<file path="src/hw/rtl/shtok_pkg.sv">
// shared types, codes and constants of the syslog header tokenizer
`default_nettype none
package shtok_pkg;

  // parser phase
  typedef enum logic [3:0] {
    PH_LT      = 4'd0,
    PH_PRI     = 4'd1,
    PH_VER     = 4'd2,
    PH_VERTAIL = 4'd3,
    PH_HDR     = 4'd4,
    PH_SDSTART = 4'd5,
    PH_SD      = 4'd6,
    PH_SDAFTER = 4'd7,
    PH_TS      = 4'd8,
    PH_HOST    = 4'd9,
    PH_MSG     = 4'd10,
    PH_ERR     = 4'd11
  } phase_e;

  // field tag of one byte
  typedef enum logic [3:0] {
    K_PRI    = 4'd0,
    K_VER    = 4'd1,
    K_SEP    = 4'd2,
    K_TS     = 4'd3,
    K_HOST   = 4'd4,
    K_APP    = 4'd5,
    K_PROCID = 4'd6,
    K_MSGID  = 4'd7,
    K_SD     = 4'd8,
    K_MSG    = 4'd9
  } field_kind_e;

  // sticky error codes
  typedef enum logic [1:0] {
    ERR_NONE    = 2'd0,
    ERR_NO_LT   = 2'd1,
    ERR_BAD_PRI = 2'd2,
    ERR_TRUNC   = 2'd3
  } err_e;

  localparam logic [7:0] ChLt     = 8'h3C;
  localparam logic [7:0] ChGt     = 8'h3E;
  localparam logic [7:0] ChLbr    = 8'h5B;
  localparam logic [7:0] ChRbr    = 8'h5D;
  localparam logic [7:0] ChBslash = 8'h5C;
  localparam logic [7:0] ChSpace  = 8'h20;
  localparam logic [7:0] ChZero   = 8'h30;
  localparam logic [7:0] ChNine   = 8'h39;
  localparam logic [7:0] ChOne    = 8'h31;

  localparam logic [10:0] PriMax    = 11'd191;
  localparam logic [1:0]  PriDigMax = 2'd3;
  localparam logic [2:0]  TsTokens  = 3'd3;
  localparam logic [2:0]  HdrTokens = 3'd5;
  localparam logic [2:0]  KindClamp = 3'd4;

  typedef struct packed {
    phase_e     phase;
    logic [7:0] pri_accum;
    logic [1:0] pri_digits;
    logic [2:0] token_count;
    logic       escape_seen;
    logic       inside_sd_element;
    err_e       sticky_error;
    logic [7:0] held_priority;
    logic       format_flag;
  } state_t;

  localparam state_t StateReset = '{
    phase:             PH_LT,
    pri_accum:         8'd0,
    pri_digits:        2'd0,
    token_count:       3'd0,
    escape_seen:       1'b0,
    inside_sd_element: 1'b0,
    sticky_error:      ERR_NONE,
    held_priority:     8'd0,
    format_flag:       1'b0
  };

  // one registered input item
  typedef struct packed {
    logic [7:0] data_byte;
    logic       last_byte;
  } stage_t;

  // one result item
  typedef struct packed {
    logic [7:0] byte_out;
    logic [3:0] field_kind;
    logic [4:0] facility;
    logic [2:0] severity;
    logic       pri_valid;
    logic       modern_format;
    logic [1:0] error_code;
    logic       line_end;
  } result_t;

endpackage
`default_nettype wire

</file>
<file path="src/hw/rtl/shtok_if.sv">
// valid/ready channel interfaces for input and result items
`default_nettype none
interface shtok_in_if;
  logic       valid;
  logic       ready;
  logic [7:0] data_byte;
  logic       last_byte;

  modport source (output valid, output data_byte, output last_byte, input ready);
  modport sink (input valid, input data_byte, input last_byte, output ready);
endinterface

interface shtok_out_if;
  logic       valid;
  logic       ready;
  logic [7:0] byte_out;
  logic [3:0] field_kind;
  logic [4:0] facility;
  logic [2:0] severity;
  logic       pri_valid;
  logic       modern_format;
  logic [1:0] error_code;
  logic       line_end;

  modport source (
    output valid, output byte_out, output field_kind, output facility,
    output severity, output pri_valid, output modern_format, output error_code,
    output line_end, input ready
  );
  modport sink (
    input valid, input byte_out, input field_kind, input facility,
    input severity, input pri_valid, input modern_format, input error_code,
    input line_end, output ready
  );
endinterface
`default_nettype wire

</file>
<file path="src/hw/rtl/shtok_in_stage.sv">
// input register stage of the tokenizer
`default_nettype none
module shtok_in_stage (
  input  wire logic             clk_i,
  input  wire logic             rst_ni,
  shtok_in_if.sink              in_i,
  input  wire logic             advance_i,
  output logic                  stage_valid_o,
  output shtok_pkg::stage_t     stage_o
);

  logic               valid_q;
  shtok_pkg::stage_t  data_q;

  // stage frees up when empty or when its item moves on
  assign in_i.ready = !valid_q || advance_i;

  always_ff @(posedge clk_i or negedge rst_ni) begin
    if (!rst_ni) begin
      valid_q <= 1'b0;
    end else if (in_i.ready) begin
      valid_q <= in_i.valid;
    end
  end

  always_ff @(posedge clk_i) begin
    if (in_i.ready && in_i.valid) begin
      data_q.data_byte <= in_i.data_byte;
      data_q.last_byte <= in_i.last_byte;
    end
  end

  assign stage_valid_o = valid_q;
  assign stage_o       = data_q;

endmodule
`default_nettype wire

</file>
<file path="src/hw/rtl/shtok_step.sv">
// per-byte parse step: next parser state and result item
`default_nettype none
module shtok_step (
  input  wire shtok_pkg::state_t  state_i,
  input  wire shtok_pkg::stage_t  item_i,
  output shtok_pkg::state_t   state_o,
  output shtok_pkg::result_t  result_o
);

  shtok_pkg::state_t nx;
  logic [7:0]  b;
  logic        is_digit;
  logic [10:0] pri_v;
  logic [2:0]  tc_inc;
  logic [2:0]  tc_min;
  logic [3:0]  kind;
  logic        hdr_done;
  logic        pv;

  assign b        = item_i.data_byte;
  assign is_digit = (b >= shtok_pkg::ChZero) && (b <= shtok_pkg::ChNine);
  assign pri_v    = ({3'd0, state_i.pri_accum} << 3) + ({3'd0, state_i.pri_accum} << 1)
                    + {7'd0, b[3:0]};
  assign tc_inc   = state_i.token_count + 3'd1;
  assign tc_min   = (state_i.token_count > shtok_pkg::KindClamp) ? shtok_pkg::KindClamp
                                                                 : state_i.token_count;

  always_comb begin
    nx   = state_i;
    kind = shtok_pkg::K_MSG;
    unique case (state_i.phase)
      shtok_pkg::PH_LT: begin
        kind = shtok_pkg::K_PRI;
        if (b == shtok_pkg::ChLt) begin
          nx.phase = shtok_pkg::PH_PRI;
        end else begin
          if (state_i.sticky_error == shtok_pkg::ERR_NONE) nx.sticky_error = shtok_pkg::ERR_NO_LT;
          nx.phase = shtok_pkg::PH_ERR;
        end
      end
      shtok_pkg::PH_PRI: begin
        kind = shtok_pkg::K_PRI;
        if (is_digit) begin
          if (state_i.pri_digits >= shtok_pkg::PriDigMax || pri_v > shtok_pkg::PriMax) begin
            if (state_i.sticky_error == shtok_pkg::ERR_NONE) begin
              nx.sticky_error = shtok_pkg::ERR_BAD_PRI;
            end
            nx.phase = shtok_pkg::PH_ERR;
          end else begin
            nx.pri_accum  = pri_v[7:0];
            nx.pri_digits = state_i.pri_digits + 2'd1;
          end
        end else if (b == shtok_pkg::ChGt && state_i.pri_digits != 2'd0) begin
          nx.held_priority = state_i.pri_accum;
          nx.phase         = shtok_pkg::PH_VER;
        end else begin
          if (state_i.sticky_error == shtok_pkg::ERR_NONE) begin
            nx.sticky_error = shtok_pkg::ERR_BAD_PRI;
          end
          nx.phase = shtok_pkg::PH_ERR;
        end
      end
      shtok_pkg::PH_VER: begin
        if (b == shtok_pkg::ChOne) begin
          nx.format_flag = 1'b1;
          kind           = shtok_pkg::K_VER;
          nx.phase       = shtok_pkg::PH_VERTAIL;
        end else if (b == shtok_pkg::ChSpace) begin
          nx.phase = shtok_pkg::PH_MSG;
        end else begin
          kind           = shtok_pkg::K_TS;
          nx.token_count = 3'd0;
          nx.phase       = shtok_pkg::PH_TS;
        end
      end
      shtok_pkg::PH_VERTAIL: begin
        if (b == shtok_pkg::ChSpace) begin
          kind           = shtok_pkg::K_SEP;
          nx.token_count = 3'd0;
          nx.phase       = shtok_pkg::PH_HDR;
        end else begin
          kind = shtok_pkg::K_VER;
        end
      end
      shtok_pkg::PH_HDR: begin
        if (b == shtok_pkg::ChSpace) begin
          kind           = shtok_pkg::K_SEP;
          nx.token_count = tc_inc;
          if (tc_inc >= shtok_pkg::HdrTokens) nx.phase = shtok_pkg::PH_SDSTART;
        end else begin
          kind = 4'(shtok_pkg::K_TS) + {1'b0, tc_min};
        end
      end
      shtok_pkg::PH_SDSTART: begin
        kind = shtok_pkg::K_SD;
        if (b == shtok_pkg::ChLbr) begin
          nx.inside_sd_element = 1'b1;
          nx.escape_seen       = 1'b0;
          nx.phase             = shtok_pkg::PH_SD;
        end else begin
          nx.phase = shtok_pkg::PH_SDAFTER;
        end
      end
      shtok_pkg::PH_SD: begin
        if (state_i.inside_sd_element) begin
          kind = shtok_pkg::K_SD;
          if (state_i.escape_seen) begin
            nx.escape_seen = 1'b0;
          end else if (b == shtok_pkg::ChBslash) begin
            nx.escape_seen = 1'b1;
          end else if (b == shtok_pkg::ChRbr) begin
            nx.inside_sd_element = 1'b0;
          end
        end else if (b == shtok_pkg::ChLbr) begin
          kind                 = shtok_pkg::K_SD;
          nx.inside_sd_element = 1'b1;
          nx.escape_seen       = 1'b0;
        end else begin
          kind     = (b == shtok_pkg::ChSpace) ? shtok_pkg::K_SEP : shtok_pkg::K_MSG;
          nx.phase = shtok_pkg::PH_MSG;
        end
      end
      shtok_pkg::PH_SDAFTER: begin
        kind     = (b == shtok_pkg::ChSpace) ? shtok_pkg::K_SEP : shtok_pkg::K_MSG;
        nx.phase = shtok_pkg::PH_MSG;
      end
      shtok_pkg::PH_TS: begin
        if (b == shtok_pkg::ChSpace) begin
          kind           = shtok_pkg::K_SEP;
          nx.token_count = tc_inc;
          if (tc_inc >= shtok_pkg::TsTokens) nx.phase = shtok_pkg::PH_HOST;
        end else begin
          kind = shtok_pkg::K_TS;
        end
      end
      shtok_pkg::PH_HOST: begin
        if (b == shtok_pkg::ChSpace) begin
          kind     = shtok_pkg::K_SEP;
          nx.phase = shtok_pkg::PH_MSG;
        end else begin
          kind = shtok_pkg::K_HOST;
        end
      end
      shtok_pkg::PH_MSG: begin
        kind = shtok_pkg::K_MSG;
      end
      default: begin
        kind     = shtok_pkg::K_MSG;
        nx.phase = shtok_pkg::PH_ERR;
      end
    endcase

    // header complete once sd closed or skipped, or message or host reached
    if (nx.phase == shtok_pkg::PH_SD) begin
      hdr_done = !nx.inside_sd_element;
    end else begin
      hdr_done = (nx.phase == shtok_pkg::PH_SDAFTER) || (nx.phase == shtok_pkg::PH_MSG) ||
                 (nx.phase == shtok_pkg::PH_HOST);
    end

    pv = (nx.phase >= shtok_pkg::PH_VER) && (nx.phase != shtok_pkg::PH_ERR);
    if (item_i.last_byte && nx.sticky_error == shtok_pkg::ERR_NONE && !hdr_done) begin
      nx.sticky_error = shtok_pkg::ERR_TRUNC;
    end
    if (nx.sticky_error != shtok_pkg::ERR_NONE) pv = 1'b0;

    result_o.byte_out      = b;
    result_o.field_kind    = kind;
    result_o.facility      = pv ? nx.held_priority[7:3] : 5'd0;
    result_o.severity      = pv ? nx.held_priority[2:0] : 3'd0;
    result_o.pri_valid     = pv;
    result_o.modern_format = nx.format_flag;
    result_o.error_code    = nx.sticky_error;
    result_o.line_end      = item_i.last_byte;

    state_o = item_i.last_byte ? shtok_pkg::StateReset : nx;
  end

endmodule
`default_nettype wire

</file>
<file path="src/hw/rtl/syslog_header_tokenizer_core.sv">
// top level of the streaming syslog header tokenizer
//
// usage: bytes of a syslog line enter on in_i (data_byte, last_byte) with a
// valid/ready handshake; each accepted item yields exactly one result item on
// out_o carrying the byte and its field tag, priority split into facility and
// severity, format flag, sticky error code and a copy of last_byte as line_end
// path: an accepted item is held in the input register and then moves to the
// result register once that register is empty or being drained
// throughput: one item per cycle while out_o.ready stays high; the only
// feedback is the parser state register, loaded along with the result register
// stall: when out_o.ready is low the result holds, the input register keeps
// its item and in_i.ready drops only once both registers are full
// reset: rst_ni clears both valid flags and returns the parser to waiting for
// the opening angle bracket; the parser also returns there after each
// result marked line_end
`default_nettype none
module syslog_header_tokenizer_core (
  input  wire logic  clk_i,
  input  wire logic  rst_ni,
  shtok_in_if.sink   in_i,
  shtok_out_if.source out_o
);

  // pipeline control
  logic               advance;
  logic               stage_valid;
  shtok_pkg::stage_t  stage;

  // parser state and step outputs
  shtok_pkg::state_t  state_q;
  shtok_pkg::state_t  state_d;
  shtok_pkg::result_t step_res;

  // result register
  logic               res_valid_q;
  shtok_pkg::result_t res_q;

  // result register can take a new item when empty or being drained
  assign advance = !res_valid_q || out_o.ready;

  shtok_in_stage u_in_stage (
    .clk_i         (clk_i),
    .rst_ni        (rst_ni),
    .in_i          (in_i),
    .advance_i     (advance),
    .stage_valid_o (stage_valid),
    .stage_o       (stage)
  );

  shtok_step u_step (
    .state_i  (state_q),
    .item_i   (stage),
    .state_o  (state_d),
    .result_o (step_res)
  );

  // state moves only when the staged item is committed to the result register
  always_ff @(posedge clk_i or negedge rst_ni) begin
    if (!rst_ni) begin
      state_q     <= shtok_pkg::StateReset;
      res_valid_q <= 1'b0;
    end else if (advance) begin
      res_valid_q <= stage_valid;
      if (stage_valid) begin
        state_q <= state_d;
      end
    end
  end

  // payload of the result register, no reset needed
  always_ff @(posedge clk_i) begin
    if (advance && stage_valid) begin
      res_q <= step_res;
    end
  end

  assign out_o.valid         = res_valid_q;
  assign out_o.byte_out      = res_q.byte_out;
  assign out_o.field_kind    = res_q.field_kind;
  assign out_o.facility      = res_q.facility;
  assign out_o.severity      = res_q.severity;
  assign out_o.pri_valid     = res_q.pri_valid;
  assign out_o.modern_format = res_q.modern_format;
  assign out_o.error_code    = res_q.error_code;
  assign out_o.line_end      = res_q.line_end;

  // committing the last byte of a line puts the parser back to reset state
  a_line_end_resets: assert property (@(posedge clk_i) disable iff (!rst_ni)
    advance && stage_valid && stage.last_byte |=> state_q == shtok_pkg::StateReset)
    else $error("parser state not cleared after end of line");

  // a sticky error inside a line always parks the parser in the error phase
  a_error_parks: assert property (@(posedge clk_i) disable iff (!rst_ni)
    state_q.sticky_error != shtok_pkg::ERR_NONE |-> state_q.phase == shtok_pkg::PH_ERR)
    else $error("sticky error without error phase");

  // a valid priority on a result never comes with an error code
  a_pri_no_error: assert property (@(posedge clk_i) disable iff (!rst_ni)
    res_valid_q && res_q.pri_valid |-> res_q.error_code == shtok_pkg::ERR_NONE)
    else $error("priority flagged valid alongside an error");

  // a committed result is always the one the handshake then delivers
  a_result_holds: assert property (@(posedge clk_i) disable iff (!rst_ni)
    res_valid_q && !out_o.ready |=> res_valid_q && $stable(res_q) && $stable(state_q))
    else $error("result or parser state changed during stall");

endmodule
`default_nettype wire
</file>
<file path="src/flat_wrapper.sv">
// flat-port wrapper written by rule: the top's interface ports become plain ports
module syslog_header_tokenizer_core_flat 
  (clk_i, rst_ni, in_i_valid, in_i_data_byte, in_i_last_byte, in_i_ready, out_o_valid, out_o_byte_out, out_o_field_kind, out_o_facility, out_o_severity, out_o_pri_valid, out_o_modern_format, out_o_error_code, out_o_line_end, out_o_ready);
  shtok_in_if in_i_i ();
  shtok_out_if out_o_i ();
  input  wire logic clk_i;
  input  wire logic rst_ni;
  input wire logic [$bits(in_i_i.valid)-1:0] in_i_valid;
  input wire logic [$bits(in_i_i.data_byte)-1:0] in_i_data_byte;
  input wire logic [$bits(in_i_i.last_byte)-1:0] in_i_last_byte;
  output wire logic [$bits(in_i_i.ready)-1:0] in_i_ready;
  output wire logic [$bits(out_o_i.valid)-1:0] out_o_valid;
  output wire logic [$bits(out_o_i.byte_out)-1:0] out_o_byte_out;
  output wire logic [$bits(out_o_i.field_kind)-1:0] out_o_field_kind;
  output wire logic [$bits(out_o_i.facility)-1:0] out_o_facility;
  output wire logic [$bits(out_o_i.severity)-1:0] out_o_severity;
  output wire logic [$bits(out_o_i.pri_valid)-1:0] out_o_pri_valid;
  output wire logic [$bits(out_o_i.modern_format)-1:0] out_o_modern_format;
  output wire logic [$bits(out_o_i.error_code)-1:0] out_o_error_code;
  output wire logic [$bits(out_o_i.line_end)-1:0] out_o_line_end;
  input wire logic [$bits(out_o_i.ready)-1:0] out_o_ready;
  assign in_i_i.valid = in_i_valid;
  assign in_i_i.data_byte = in_i_data_byte;
  assign in_i_i.last_byte = in_i_last_byte;
  assign in_i_ready = in_i_i.ready;
  assign out_o_valid = out_o_i.valid;
  assign out_o_byte_out = out_o_i.byte_out;
  assign out_o_field_kind = out_o_i.field_kind;
  assign out_o_facility = out_o_i.facility;
  assign out_o_severity = out_o_i.severity;
  assign out_o_pri_valid = out_o_i.pri_valid;
  assign out_o_modern_format = out_o_i.modern_format;
  assign out_o_error_code = out_o_i.error_code;
  assign out_o_line_end = out_o_i.line_end;
  assign out_o_i.ready = out_o_ready;
  syslog_header_tokenizer_core u_core (.clk_i(clk_i), .rst_ni(rst_ni), .in_i(in_i_i), .out_o(out_o_i));
endmodule
</file>
<file path="config.mk">
export PLATFORM = sky130hd
export DESIGN_NAME = syslog_header_tokenizer_core_flat
export DESIGN_NICKNAME = d
export VERILOG_FILES = /design/src/hw/rtl/shtok_pkg.sv /design/src/hw/rtl/shtok_if.sv /design/src/hw/rtl/shtok_in_stage.sv /design/src/hw/rtl/shtok_step.sv /design/src/hw/rtl/syslog_header_tokenizer_core.sv /design/src/flat_wrapper.sv
export SDC_FILE = /design/constraint.sdc
export NUM_CORES = 1
export LEC_CHECK = 0
export BUFFER_PORTS_ARGS = -buffer_cell sky130_fd_sc_hd__buf_2
export CORE_MARGIN = 2
export CORE_UTILIZATION = 55
export CTS_BUF_LIST = sky130_fd_sc_hd__clkbuf_16
export CTS_CLUSTER_SIZE = 28
export DETAILED_ROUTE_END_ITERATION = 6
export PLACE_DENSITY = 0.75
export SYNTH_ARGS = -nofsm -noshare
export SYNTH_HDL_FRONTEND = slang
export SYNTH_HIERARCHICAL = 1
export SYNTH_SLANG_ARGS = --single-unit
</file>
<file path="constraint.sdc">
create_clock -name clk_i -period 4.8 [get_ports clk_i]
set_clock_uncertainty 0.05 [all_clocks]
set_input_delay 0.96 -clock clk_i [delete_from_list [all_inputs] [get_ports clk_i]]
set_output_delay 0.96 -clock clk_i [all_outputs]
set_load 0.02 [all_outputs]
</file>
### Yosys cells after proc, flatten, opt, wreduce, memory -nomap -nowiden

Cells that the tools add are included.

| word-level totals | value |
|---|---|
| bits in registers | 66 |
| input port bits | 13 |
| output and inout bits | 27 |
| word-level logic and storage cells | 154 |

| operators by class | value |
|---|---|
| $add $sub $neg | 5 |
| magnitude comparators | 8 |
| equal/unequal tests | 29 |
| muxes and demuxes | 60 |
| reductions and logical operators | 31 |

Operator list:

| kind | count |
|---|---|
| two-way mux 4 bit | 19 |
| case mux 4 bit (11 select lines) | 1 |
| case mux 4 bit (9 select lines) | 1 |
| equality test 8 x 6 -> 1 bit (second input constant) | 4 |
| two-way mux 10 bit | 3 |
| two-way mux 30 bit | 1 |
| equality test 4 x 3 -> 1 bit (second input constant) | 6 |
| equality test 8 x 7 -> 1 bit (second input constant) | 3 |
| two-way mux 2 bit | 12 |
| two-way mux 8 bit | 3 |
| equality test 4 bit (second input constant) | 5 |
| two-way mux 3 bit | 6 |
| inequality test 3 x 2 -> 1 bit (second input constant) | 4 |
| adder 11 x 4 -> 11 bit | 1 |
| adder 11 x 9 -> 11 bit | 1 |
| greater-than comparator 11 x 8 -> 1 bit (second input constant) | 1 |
| two-way mux 1 bit | 11 |
| AND reduction 5 bit | 2 |
| case mux 3 bit (3 select lines) | 1 |
| equality test 4 x 2 -> 1 bit (second input constant) | 2 |
| greater-or-equal comparator 8 x 6 -> 1 bit (second input constant) | 1 |
| <= comparator 8 x 6 -> 1 bit (second input constant) | 1 |
| case mux 2 bit (2 select lines) | 2 |
| nonzero test 2 bit | 4 |
| other kinds (23) | 38 |

### Depth between registers and ports, before layout

Gate-level depths: netlist of run 1.

| depth | value |
|---|---|
| word-level depth | 16 |
| depth in mapped cells | 13 |

### By module

Netlist of run 1, hierarchy kept.

Modules (own cells, without submodules):

| module | times used | cells each | area each (sq um) | seq. area each (sq um) |
|---|---|---|---|---|
| shtok_step | 1 | 322 | 2154.6 | 0.0 |
| syslog_header_tokenizer_core | 1 | 93 | 2042.0 | 1526.5 |
| shtok_in_stage | 1 | 13 | 324.1 | 295.3 |

### Worst setup path before layout of run 1

Ideal clock, no wire load.

| path | value |
|---|---|
| kind | register -> register |
| start | register u_core.u_in_stage.data_q, in the netlist u_core/u_in_stage/stage_o[4] |
| end | register u_core.res_q, in the netlist u_core/out_o.pri_valid (data pin) |
| arrival | 3.146 ns |
| data required time | 4.499 ns |
| path slack | 1.352 ns |
| cell stages (with the launch flop) | 13 |
| buffers on the path | 1 |
| clock period less this slack | 3.448 ns |
| cell sequence | edfxtp_1 inv_1 fa_1 fa_1 nor2b_1 o21a_1 nor2_1 nor3_1 nand4_2 a21oi_4 mux2i_2 nor2_1 buf_4 |

| on the way | value |
|---|---|
| cells in the longest elaborated chain, start to end | 15 |
| elaborated cells on any way between the ends | 58 |
| those cells by class | add/sub: 1; order compare: 4; eq/ne: 12; mux: 29; reduce/logical: 12 |

RTL lines:

| element | RTL line | text |
|---|---|---|
| start, declared | shtok_in_stage.sv:13 | `shtok_pkg::stage_t data_q;` |
| adder 11 x 4 -> 11 bit | shtok_step.sv:23 | `+ {7'd0, b[3:0]};` |
| greater-than comparator 11 x 8 -> 1 bit | shtok_step.sv:44 | `if (state_i.pri_digits >= shtok_pkg::PriDigMax \|\| pri_v > shtok_pkg::PriMax) begin` |
| logical OR 1 bit | shtok_step.sv:44 |  |
| two-way mux 4 bit | shtok_step.sv:44 |  |
| two-way mux 4 bit | shtok_step.sv:43 | `if (is_digit) begin` |
| case mux 4 bit (11 select lines) | shtok_step.sv:31 | `unique case (state_i.phase)` |
| equality test 4 x 3 -> 1 bit or equality test 4 bit (tied branches) | shtok_step.sv:157 | `hdr_done = (nx.phase == shtok_pkg::PH_SDAFTER) \|\| (nx.phase == shtok_pkg::PH_MSG) \|\|` |
| logical OR 1 bit (2 in a row) | shtok_step.sv:157 |  |
| two-way mux 1 bit | shtok_step.sv:154 | `if (nx.phase == shtok_pkg::PH_SD) begin` |
| zero test 1 bit | shtok_step.sv:162 | `if (item_i.last_byte && nx.sticky_error == shtok_pkg::ERR_NONE && !hdr_done) begin` |
| logical AND 1 bit | shtok_step.sv:162 |  |
| two-way mux 2 bit | shtok_step.sv:162 |  |
| nonzero test 2 bit | shtok_step.sv:165 | `if (nx.sticky_error != shtok_pkg::ERR_NONE) pv = 1'b0;` |
| two-way mux 1 bit (*) | shtok_step.sv:165 |  |
| named net u_core.u_step.pv | shtok_step.sv:18 | `logic pv;` |
| end signal, assigned | syslog_header_tokenizer_core.sv:73 | `res_q <= step_res;` |
| end, declared | syslog_header_tokenizer_core.sv:36 | `shtok_pkg::result_t res_q;` |

The timed path passes the listed nets; every way through them passes the cells marked *. The select of a mux whose other input is x is not followed.
A chain may end at the register's enable or synchronous reset.

### Worst setup path in the final report of run 1

| path | value |
|---|---|
| start | register u_core.u_in_stage.data_q, in the netlist u_core/u_in_stage/stage_o[4] |
| end | register u_core.res_q, in the netlist u_core/out_o.severity[2] (data pin) |

| on the way | value |
|---|---|
| cells in the longest elaborated chain, start to end | 15 |
| elaborated cells on any way between the ends | 61 |
| those cells by class | add/sub: 1; order compare: 4; eq/ne: 12; mux: 32; reduce/logical: 12 |

RTL lines:

| element | RTL line |
|---|---|
| adder 11 x 4 -> 11 bit | shtok_step.sv:23 |
| greater-than comparator 11 x 8 -> 1 bit | shtok_step.sv:44 |
| logical OR 1 bit | shtok_step.sv:44 |
| two-way mux 4 bit | shtok_step.sv:44 |
| two-way mux 4 bit | shtok_step.sv:43 |
| case mux 4 bit (11 select lines) | shtok_step.sv:31 |
| equality test 4 x 3 -> 1 bit or equality test 4 bit (tied branches) | shtok_step.sv:157 |
| logical OR 1 bit (2 in a row) | shtok_step.sv:157 |
| two-way mux 1 bit | shtok_step.sv:154 |
| zero test 1 bit | shtok_step.sv:162 |
| logical AND 1 bit | shtok_step.sv:162 |
| two-way mux 2 bit | shtok_step.sv:162 |
| nonzero test 2 bit | shtok_step.sv:165 |
| two-way mux 1 bit | shtok_step.sv:165 |

Several ways; a longest one is shown, not always the timed one. The select of a mux whose other input is x is not followed.

==> qor.csv, run 1 <==
stage;metric;value;unit
sta;fmax;263;MHz
critical_path;CP required;4.80;ns
yosys;Synth Net Count;466;
yosys;ys async rst share;48.5;%
sta;Sum Neg Setup Slack;0;ns
yosys;top cells by count, synth;nor2_1 (41), nand2_1 (36), edfxtp_1 (34);
sta;period utilisation layout;79.2;%
yosys;post-synthesis register bit count;66;
finish;Inserted Diodes;0;
yosys;yosys warns;6;
yosys;Post-Syn Area;0.00452;mm²
sta;Final Hold Vio Count;0;
critical_path;Crit path arrival time;3.80;ns
routing;routed vias/inst;5.97;
placed_design;routability congestion estimate;0.877;
min_path;worst min path class;flip-flop to flip-flop;
clock_network;CTS HTree Levels;3;
clock_network;root buffer cell;clkbuf_16;
clock_network;clock-pin transition on the worst setup and hold timing paths;0.06;ns
finish;synthesis-to-finish area growth;9.88;%
power_and_ir_drop;total power;2.10;mW
critical_path;r2r setup slk;1.00;ns
flow_run;MaxCap Viol Count;0;
clock_network;CTS tree;yes;
die;DIE WIDTH;94.7;µm
global_route;vias in the first global route;3265;
critical_path;largest fanout on the critical path;9;
placed_design;Placed Area;0.00467;mm²
power_and_ir_drop;Comb pwr share;33.4;%
power_and_ir_drop;pwr/cell area;423;mW/mm²
placed_design;DP Wirelength;6.56;mm
routing;post-route ant nets;0;
yosys;cells after synthesis;428;
yosys;register area share after synthesis;40.3;%
sta;setup violators final;0;
routing;# DRC;0;
die;row count;33;
clock_network;Post-CTS Setup Inserts;0;
clock_network;CTS hold repair buffers;0;
die;Die H;94.7;µm
clock_network;cts repair resizes;0;
routing;Initial DRC Count;291;
placed_design;Buffers on Ports;39;
routing;Metal-1 WL;4.33;mm
sta;Final WS setup;1.00;ns
finish;Final #Nets;491;
finish;share of layout cells above drive strength 1;24.5;%
clock_network;clock tree buffer depth;2;
power_and_ir_drop;leak pwr;2.22;nW
yosys;Mapped Avg Cell Area;10.6;µm²
yosys;Post-synth top flop;edfxtp_1;
yosys;most frequent cell after synthesis;nor2_1;
global_route;GRT overflow;0;
die;Ports;40;
yosys;cell taking the most area after synthesis;edfxtp_1;
power_and_ir_drop;register share of total power;36.0;%
yosys;Unique masters post-synth;82;
routing;DR WL met3;607;µm
die;Starting Density;55.9;%
power_and_ir_drop;sw frac;35.9;%
clock_network;worst-skew pair later-pin latency;0.32;ns
placed_design;pre-CTS WS;1.05;ns
finish;post-layout util;61.4;%
routing;Met2 Wirelength;4.53;mm
run_status;outcome;completed;
routing;DR top layer;met4;
global_route;global-route wire length before repair;16.1;mm
yosys;number of flops mapped to enable cells by yosys;34;
yosys;Synth top area share;22.6;%
sta;worst slew pin tran;1.01;ns
die;die area;0.00896;mm²
sta;Slew Viols, Final;0;
routing;DR pass1 iterations;5;
routing;Total Wirelength;9.64;mm
routing;vias post-DR;3359;
global_route;GR Util All Layers;23.4;%
power_and_ir_drop;Int Pwr;1.34;mW
sta;slew margin rel.;32.4;%
die;core area;0.00809;mm²
critical_path;kind of critical path;flip-flop to flip-flop;
sta;fin crit period;3.80;ns
finish;# fillers;674;
sta;RSZ-0062 raised after global routing;false;
power_and_ir_drop;Psw;0.754;mW
global_route;initial antenna violation count;0;
power_and_ir_drop;VDD IR-drop max;0.000234;V
routing;DR WL/cell;17.1;µm
critical_path;Startpoint Class;flip-flop;
power_and_ir_drop;clock share of power;30.6;%
global_route;largest net degree at the start of global routing;33;
yosys;Synth area leaders;edfxtp_1 (23%), dfrtp_1 (18%), mux2_4 (10%);
critical_path;Critical Path End Type;flip-flop;
finish;post-route cell area;0.00497;mm²
clock_network;CTS buffer count;9;
clock_network;CTS sink count;66;
==> power by group through the flow <==
stage	Clock, mW	Sequential (mW)	Combinational [mW]
floorplan	0	0.761	0.565
global placement	0	0.762	0.666
detailed placement	0	0.765	0.684
CTS	0.652	0.755	0.690
global route	0.676	0.768	0.756
finish	0.642	0.756	0.702
==> flip-flops by register name, summed over array words and instances, names as in the netlist, 2 cells and up <==
register and count:
u_core/out_o.byte_out 8, u_core/out_o.error_code 2, u_core/out_o.facility 5, u_core/out_o.field_kind 4
u_core/out_o.severity 3, u_core/state_q 30, u_core/u_in_stage/stage_o 9
==> logic make-up (layout without fill, tap and decap cells) <==
family / Yosys count / after routing / synth area share, %
adders and majority gates: 25 / 25 / 7.25
buffers and inverters: 45 / 75 / 5.59
and+or+nand+nor: 154 / 154 / 18.5
xor gates and xnor gates: 11 / 11 / 2.13
AOI/OAI and AO/OA: 84 / 84 / 13.3
DFF: 66 / 66 / 40.3
muxes: 43 / 43 / 13.0
==> path summary, 6_finish.rpt <==
path	startpoint	endpoint	cells past startpoint
setup / recovery	u_core/u_in_stage/stage_o[4]	u_core/out_o.severity[2]	12
hold / removal	u_core/state_q[6]	u_core/state_q[6]	1
setup reg to reg	u_core/u_in_stage/stage_o[4]	u_core/out_o.severity[2]	12
hold reg to reg	u_core/state_q[6]	u_core/state_q[6]	1
max in group asynchronous	rst_ni	u_core/state_q[9]	1
min in group asynchronous	rst_ni	u_core/out_o.valid	1
==> worst max-delay path: stages, from the launching register on <==
cell and delay (ns):
edfxtp_1 0.48, inv_1 0.09, fa_1 0.54, inv_1 0.07, ha_1 0.31, a211oi_1 0.34, o21ai_0 0.18, xor2_1 0.16
nand3_1 0.12, nand4_2 0.28, a21oi_4 0.29, mux2i_2 0.49, nor3_1 0.12
==> metal layers <==
| layer | global-route usage, % | up-vias |
|---|---|---|
| met4 | 8.33 | 0 |
| li1 | - | 1596 |
| met5 | 0 | - |
| met2 | 35.6 | 139 |
| met1 | 32.4 | 1604 |
| met3 | 6.15 | 20 |
==> final cells by class <==
cell class / count / area [µm²] / area share, %
Sequential cell: 66 / 1820 / 36.7
Inverter: 19 / 71.3 / 1.44
Multi-Input combinational cell: 317 / 2450 / 49.2
Tap cell: 105 / 131 / 2.64
Clock inverter: 7 / 68.8 / 1.39
Timing Repair Buffer: 40 / 203 / 4.08
Clock buffer: 9 / 225 / 4.53
==> through the flow <==
step / hold slack (ns) / std cells
2_1_floorplan: 0.428 / 428
3_3_place_gp: 0.442 / 547
3_5_place_dp: 0.449 / 547
4_1_cts: 0.469 / 563
5_1_grt: 0.492 / 563
6_report: 0.469 / 563
==> layout by cell type, fill, tap and decap left out, types with 4 or more instances in the layout <==
master     count
nor2_1        41
buf_2         39
nand2_1       36
edfxtp_1      34
dfrtp_1       32
mux2_4        30
a21oi_1       27
ha_1          23
nor3_1        21
inv_1         19
o21ai_0       16
mux2i_1       11
nand2b_1      10
clkbuf_16      9
xnor2_1        8
nand3_1        6
a22oi_1        5
a21o_1         4
No activity file was read; power rests on OpenSTA's default activity.
==> run 2, diff against run 1 <==
--- a/config.mk
+++ b/config.mk
@@ -11,7 +11,7 @@
 export CTS_BUF_LIST = sky130_fd_sc_hd__clkbuf_16
 export CTS_CLUSTER_SIZE = 28
 export DETAILED_ROUTE_END_ITERATION = 6
-export PLACE_DENSITY = 0.75
+export PLACE_DENSITY = 0.77
 export SYNTH_ARGS = -nofsm -noshare
 export SYNTH_HDL_FRONTEND = slang
 export SYNTH_HIERARCHICAL = 1
==> constraint.sdc (replaced) <==
create_clock -name clk_i -period 3.47 [get_ports clk_i]
set_clock_uncertainty 0.05 [all_clocks]
set_input_delay 0.694 -clock clk_i [delete_from_list [all_inputs] [get_ports clk_i]]
set_output_delay 0.694 -clock clk_i [all_outputs]
set_load 0.02 [all_outputs]
==> run 2 against run 1 <==
  * Clock power increased by 42%
  * Via count up 4.4%
  * First-iteration DRC count is 17% higher
  * Utilization increased by 2.0 points
  * Combinational power up 55%
  * Sequential share of layout area is 1.2 points lower
  * Sequential power up 31%
  * Final area increased by 3.2%
  * Register-to-register slack worse by 0.92 ns
  * Routed wire length rose by 4.2%
  * Critical path depth grew 2
==> qor.csv, run 2 (synthesis results as in run 1) <==
stage;metric;value;unit
run_status;outcome;completed;
placed_design;routability congestion estimate;0.961;
finish;post-layout util;63.4;%
critical_path;Critical Path End Type;flip-flop;
critical_path;CP bufs+invs;3;
power_and_ir_drop;total power;2.98;mW
critical_path;kind of critical path;flip-flop to flip-flop;
sta;post-route worst hold slack;0.378;ns
routing;routed vias/inst;6.05;
critical_path;slowest CP cell;fa_1;
power_and_ir_drop;VDD IR-drop max;0.000316;V
global_route;vias in the first global route;3334;
critical_path;crit-path cells;inv_1, fa_1, inv_1, ha_1, a211oi_2, o21ai_0, xor2_1, nand3_1, nand4_2, buf_4, nand2_1, o21a_1, nor2_1, mux2_4;
finish;share of layout cells above drive strength 1;28.4;%
critical_path;delay-heaviest family, CP;adder cells;
routing;vias post-DR;3508;
routing;# DRC;0;
finish;Register Area;0.00182;mm²
critical_path;Startpoint Class;flip-flop;
sta;fmax;295;MHz
global_route;GRT overflow;0;
die;core area;0.00809;mm²
sta;Sum Neg Setup Slack;0;ns
sta;slew margin rel.;35.2;%
critical_path;CP dominant cell by count;inv_1;
finish;# fillers;665;
critical_path;CP required;3.64;ns
placed_design;Buffers on Ports;39;
finish;Final #Nets;508;
critical_path;largest fanout on the critical path;4;
sta;fin crit period;3.39;ns
placed_design;DP Wirelength;6.81;mm
min_path;worst min path class;primary input to asynchronous set/reset pin;
finish;leading cell types in the layout, fill and taps excluded;nor2_1 (41), buf_2 (39), nand2_1 (36);
global_route;GR Util All Layers;23.5;%
flow_run;MaxCap Viol Count;0;
clock_network;CTS HTree Levels;3;
critical_path;crit-path max cell delay;0.59;ns
clock_network;CTS sink count;66;
global_route;initial antenna violation count;0;
power_and_ir_drop;leak pwr;2.31;nW
die;row count;33;
routing;Initial DRC Count;340;
clock_network;clock tree buffer depth;2;
die;die area;0.00896;mm²
clock_network;CTS tree;yes;
global_route;global-route wire length before repair;16.2;mm
routing;Total Wirelength;10.0;mm
die;Die H;94.7;µm
power_and_ir_drop;pwr/cell area;582;mW/mm²
finish;Inserted Diodes;0;
die;Starting Density;55.9;%
sta;setup violators final;0;
finish;synthesis-to-finish area growth;13.5;%
routing;post-route ant nets;0;
global_route;largest net degree at the start of global routing;33;
finish;Multi-input gate area;0.00247;mm²
critical_path;Crit path arrival time;3.55;ns
clock_network;worst-skew pair later-pin latency;0.34;ns
routing;DR WL/cell;17.3;µm
routing;DR pass1 iterations;5;
clock_network;clock-pin transition on the worst setup and hold timing paths;0.06;ns
clock_network;CTS buffer count;9;
sta;Slew Viols, Final;0;
sta;Final Hold Vio Count;0;
finish;max FFs per register;30;
sta;period utilisation layout;97.6;%
die;DIE WIDTH;94.7;µm
clock_network;root buffer cell;clkbuf_16;
sta;worst slew pin tran;0.971;ns
die;Ports;40;
finish;most common cell after layout, fill and taps aside;nor2_1;
finish;Biggest register;u_core/state_q;
[run 2: changes by cell type in the layout (fill, tap and decap cells not counted), sizes merged]
| cell | delta |
|---|---|
| buf | +17 |
[run 2: timing repair]
action | 4_1_cts | 5_1_grt
setup endpoints to repair | 0 | 23
hold buffers | 0 | 0
gates resized for setup | 0 | 5
hold endpoints to repair | 0 | 0
setup buffers | 0 | 3
[run 2: metrics by stage]
step	setup WS, ns	cells	instance area, µm²
3_5_place_dp	0.0539	561	4780
5_1_grt	-0.0775	580	5130
6_report	0.0823	580	5130
3_3_place_gp	0.154	561	4780
4_1_cts	0.0308	577	5080
2_1_floorplan	0.0224	428	4520
[run 2: path summary, 6_finish.rpt]
check / slack (ns) / depth (start not counted) / end / start
worst min register to register: 0.47 / 1 / u_core/state_q[3] / u_core/state_q[3]
worst max-delay path: 0.08 / 14 / u_core/state_q[10] / u_core/state_q[18]
max in group asynchronous: 2.49 / 1 / u_core/state_q[29] / rst_ni
worst min-delay path: 0.38 / 1 / u_core/state_q[19] / rst_ni
min in group clk_i: 0.47 / 1 / u_core/state_q[3] / u_core/state_q[3]
worst max register to register: 0.08 / 14 / u_core/state_q[10] / u_core/state_q[18]
[run 2: worst register-to-register path: stages, from the launching register on]
cell and delay (ns):
dfrtp_1 0.38, inv_1 0.08, fa_1 0.59, inv_1 0.06
ha_1 0.32, a211oi_2 0.29, o21ai_0 0.17, xor2_1 0.16
nand3_1 0.12, nand4_2 0.19, buf_4 0.20, nand2_1 0.17
o21a_1 0.18, nor2_1 0.05, mux2_4 0.27
[run 2: report_power, final]
part	internal (mW)	switching [mW]	total (mW)
clock network	0.560	0.350	0.910
registers	0.929	0.0573	0.987
logic	0.424	0.664	1.09
[run 2: layout make-up]
cell class | instances | area share, %
multi-input cells | 317 | 48.2
clock buffers | 9 | 4.39
repair buffers | 57 | 6.44
well taps | 105 | 2.56
inverters | 19 | 1.39
flip-flops and latches | 66 | 35.5
clock inverters | 7 | 1.51
[run 2: metal layers]
layer | wire length, µm | vias up | part of all wire [%] | GRT usage, %
met5 | 0 | - | 0 | 0
met4 | 155 | 0 | 1.5 | 8.57
met3 | 515 | 20 | 5.1 | 3.75
met2 | 4940 | 115 | 49 | 37.8
met1 | 4440 | 1741 | 44 | 32.3
li1 | - | 1632 | - | -
==> run 3, diff against run 2 <==
--- a/config.mk
+++ b/config.mk
@@ -8,9 +8,9 @@
 export BUFFER_PORTS_ARGS = -buffer_cell sky130_fd_sc_hd__buf_2
 export CORE_MARGIN = 2
 export CORE_UTILIZATION = 55
-export CTS_BUF_LIST = sky130_fd_sc_hd__clkbuf_16
 export CTS_CLUSTER_SIZE = 28
 export DETAILED_ROUTE_END_ITERATION = 6
+export MAX_ROUTING_LAYER = met4
 export PLACE_DENSITY = 0.77
 export SYNTH_ARGS = -nofsm -noshare
 export SYNTH_HDL_FRONTEND = slang
==> run 3 against run 2 <==
  * Routed wire length grew 2.8%
  * Critical path depth is the same
  * Sequential share of layout area shrank 0.079 points
  * Final cell count grew 0.34%
  * Utilization grew 0.19 points
  * Final area grew 0.29%
  * Largest cell class unchanged
  * Highest routed layer unchanged
==> qor.csv, run 3 (synthesis results as in run 1) <==
stage;metric;value;unit
sta;post-route worst hold slack;0.361;ns
power_and_ir_drop;Psw;1.04;mW
global_route;vias in the first global route;3279;
finish;Biggest register;u_core/state_q;
finish;most common cell after layout, fill and taps aside;nor2_1;
routing;# DRC;0;
critical_path;Startpoint Class;flip-flop;
die;die area;0.00896;mm²
sta;fin crit period;3.37;ns
critical_path;largest fanout on the critical path;4;
global_route;largest net degree at the start of global routing;33;
routing;routed vias/inst;6.04;
finish;max FFs per register;30;
global_route;global-route wire length before repair;16.1;mm
finish;Final #Nets;510;
finish;post-layout util;63.6;%
critical_path;Crit path arrival time;3.56;ns
placed_design;routability congestion estimate;0.970;
power_and_ir_drop;leak pwr;2.31;nW
clock_network;CTS sink count;66;
critical_path;crit-path cells;inv_1, fa_2, inv_1, ha_4, a211oi_2, o21ai_1, xor2_1, nand3_2, nand4_1, nor2_2, buf_6, mux2i_1, nor2_1, mux2_4;
clock_network;CTS HTree Levels;3;
critical_path;delay-heaviest family, CP;adder cells;
power_and_ir_drop;VDD IR-drop max;0.000285;V
routing;DR pass1 iterations;5;
sta;slew margin rel.;35.8;%
die;core area;0.00809;mm²
global_route;initial antenna violation count;0;
clock_network;CTS tree;yes;
finish;share of layout cells above drive strength 1;30.2;%
finish;# fillers;656;
power_and_ir_drop;Comb pwr share;38.1;%
clock_network;clock tree buffer depth;2;
routing;post-route ant nets;0;
clock_network;root buffer cell;clkbuf_8;
power_and_ir_drop;sw frac;36.1;%
sta;worst slew pin tran;0.961;ns
die;DIE WIDTH;94.7;µm
critical_path;kind of critical path;flip-flop to flip-flop;
sta;period utilisation layout;97.2;%
routing;vias post-DR;3513;
global_route;GR Util All Layers;24.3;%
critical_path;CP bufs+invs;3;
die;row count;33;
min_path;worst min path class;primary input to asynchronous set/reset pin;
critical_path;CP dominant cell by count;inv_1;
sta;Slew Viols, Final;0;
power_and_ir_drop;register share of total power;34.0;%
sta;fmax;297;MHz
finish;Inserted Diodes;0;
die;Die H;94.7;µm
critical_path;Critical Path End Type;flip-flop;
critical_path;CP required;3.66;ns
clock_network;worst-skew pair later-pin latency;0.36;ns
placed_design;Buffers on Ports;39;
power_and_ir_drop;Int Pwr;1.85;mW
run_status;outcome;completed;
routing;Initial DRC Count;369;
placed_design;DP Wirelength;6.86;mm
routing;DR WL/cell;17.7;µm
clock_network;CTS hold repair buffers;0;
flow_run;MaxCap Viol Count;0;
global_route;met1 usage;31.6;%
sta;setup violators final;0;
finish;synthesis-to-finish area growth;13.8;%
die;Starting Density;55.9;%
critical_path;slowest CP cell;fa_2;
global_route;met2 global-route usage;37.9;%
global_route;Most Crowded Layer GR;met2;
die;Ports;40;
finish;leading cell types in the layout, fill and taps excluded;nor2_1 (41), buf_2 (39), nand2_1 (35);
power_and_ir_drop;pwr/cell area;562;mW/mm²
global_route;met3 Track Usage GR;3.51;%
sta;Final Hold Vio Count;0;
global_route;GRT overflow;0;
power_and_ir_drop;total power;2.89;mW
clock_network;CTS buffer count;9;
critical_path;crit-path max cell delay;0.61;ns
routing;Total Wirelength;10.3;mm
power_and_ir_drop;clock share of power;27.8;%
clock_network;clock-pin transition on the worst setup and hold timing paths;0.08;ns
-- run 3: path summary, 6_finish.rpt --
check                      cells after the start  slack, ns                           end               start
max reg2reg                                   14        0.1            u_core/state_q[23]  u_core/state_q[18]
min in group clk_i                             1       0.47  u_core/u_in_stage/stage_o[5]   in_i_data_byte[4]
max                                           14        0.1            u_core/state_q[23]  u_core/state_q[18]
min                                            1       0.36            u_core/state_q[13]              rst_ni
min reg2reg                                    1       0.48             u_core/state_q[1]   u_core/state_q[1]
max in group asynchronous                      1       2.48            u_core/state_q[19]              rst_ni
-- run 3: power groups by stage --
stage	Clock [mW]	Sequential (mW)	Combinational, mW
3_3_place_gp	0	0.996	1.03
6_report	0.804	0.983	1.10
5_1_grt	0.849	0.992	1.18
3_5_place_dp	0	1.00	1.05
2_1_floorplan	0	1.05	0.782
4_1_cts	0.817	0.984	1.05
-- run 3: layout make-up --
class	count	area, µm²	area share, %
multi-input cells	317	2520	49.0
flip-flops and latches	66	1820	35.4
repair buffers	59	357	6.93
well taps	105	131	2.55
clock buffers	10	128	2.48
clock inverters	6	115	2.24
inverters	19	71.3	1.39
-- run 3: per-stage QoR --
| stage | TNS (ns) | cells | instance area, µm² | setup slack, ns |
|---|---|---|---|---|
| after CTS | 0 | 577 | 5030 | 0.0703 |
| after detailed placement | 0 | 561 | 4780 | 0.0536 |
| after global routing | -0.391 | 582 | 5140 | -0.0550 |
| final | 0 | 582 | 5140 | 0.0975 |
| after floorplan | 0 | 428 | 4520 | 0.0224 |
| after global placement | 0 | 561 | 4780 | 0.154 |
-- run 3: per-layer routing --
layer / wire length (µm) / vias to the layer above
li1: - / 1628
met2: 5080 / 147
met3: 580 / 26
met1: 4410 / 1712
met5: 0 / -
met4: 253 / 0
-- run 3: what timing repair did --
| item | 4_1_cts | 5_1_grt |
|---|---|---|
| setup buffers | 0 | 5 |
| resized for setup | 2 | 17 |
| pin swaps | 0 | 8 |
| endpoints found under the setup margin | 8 | 20 |
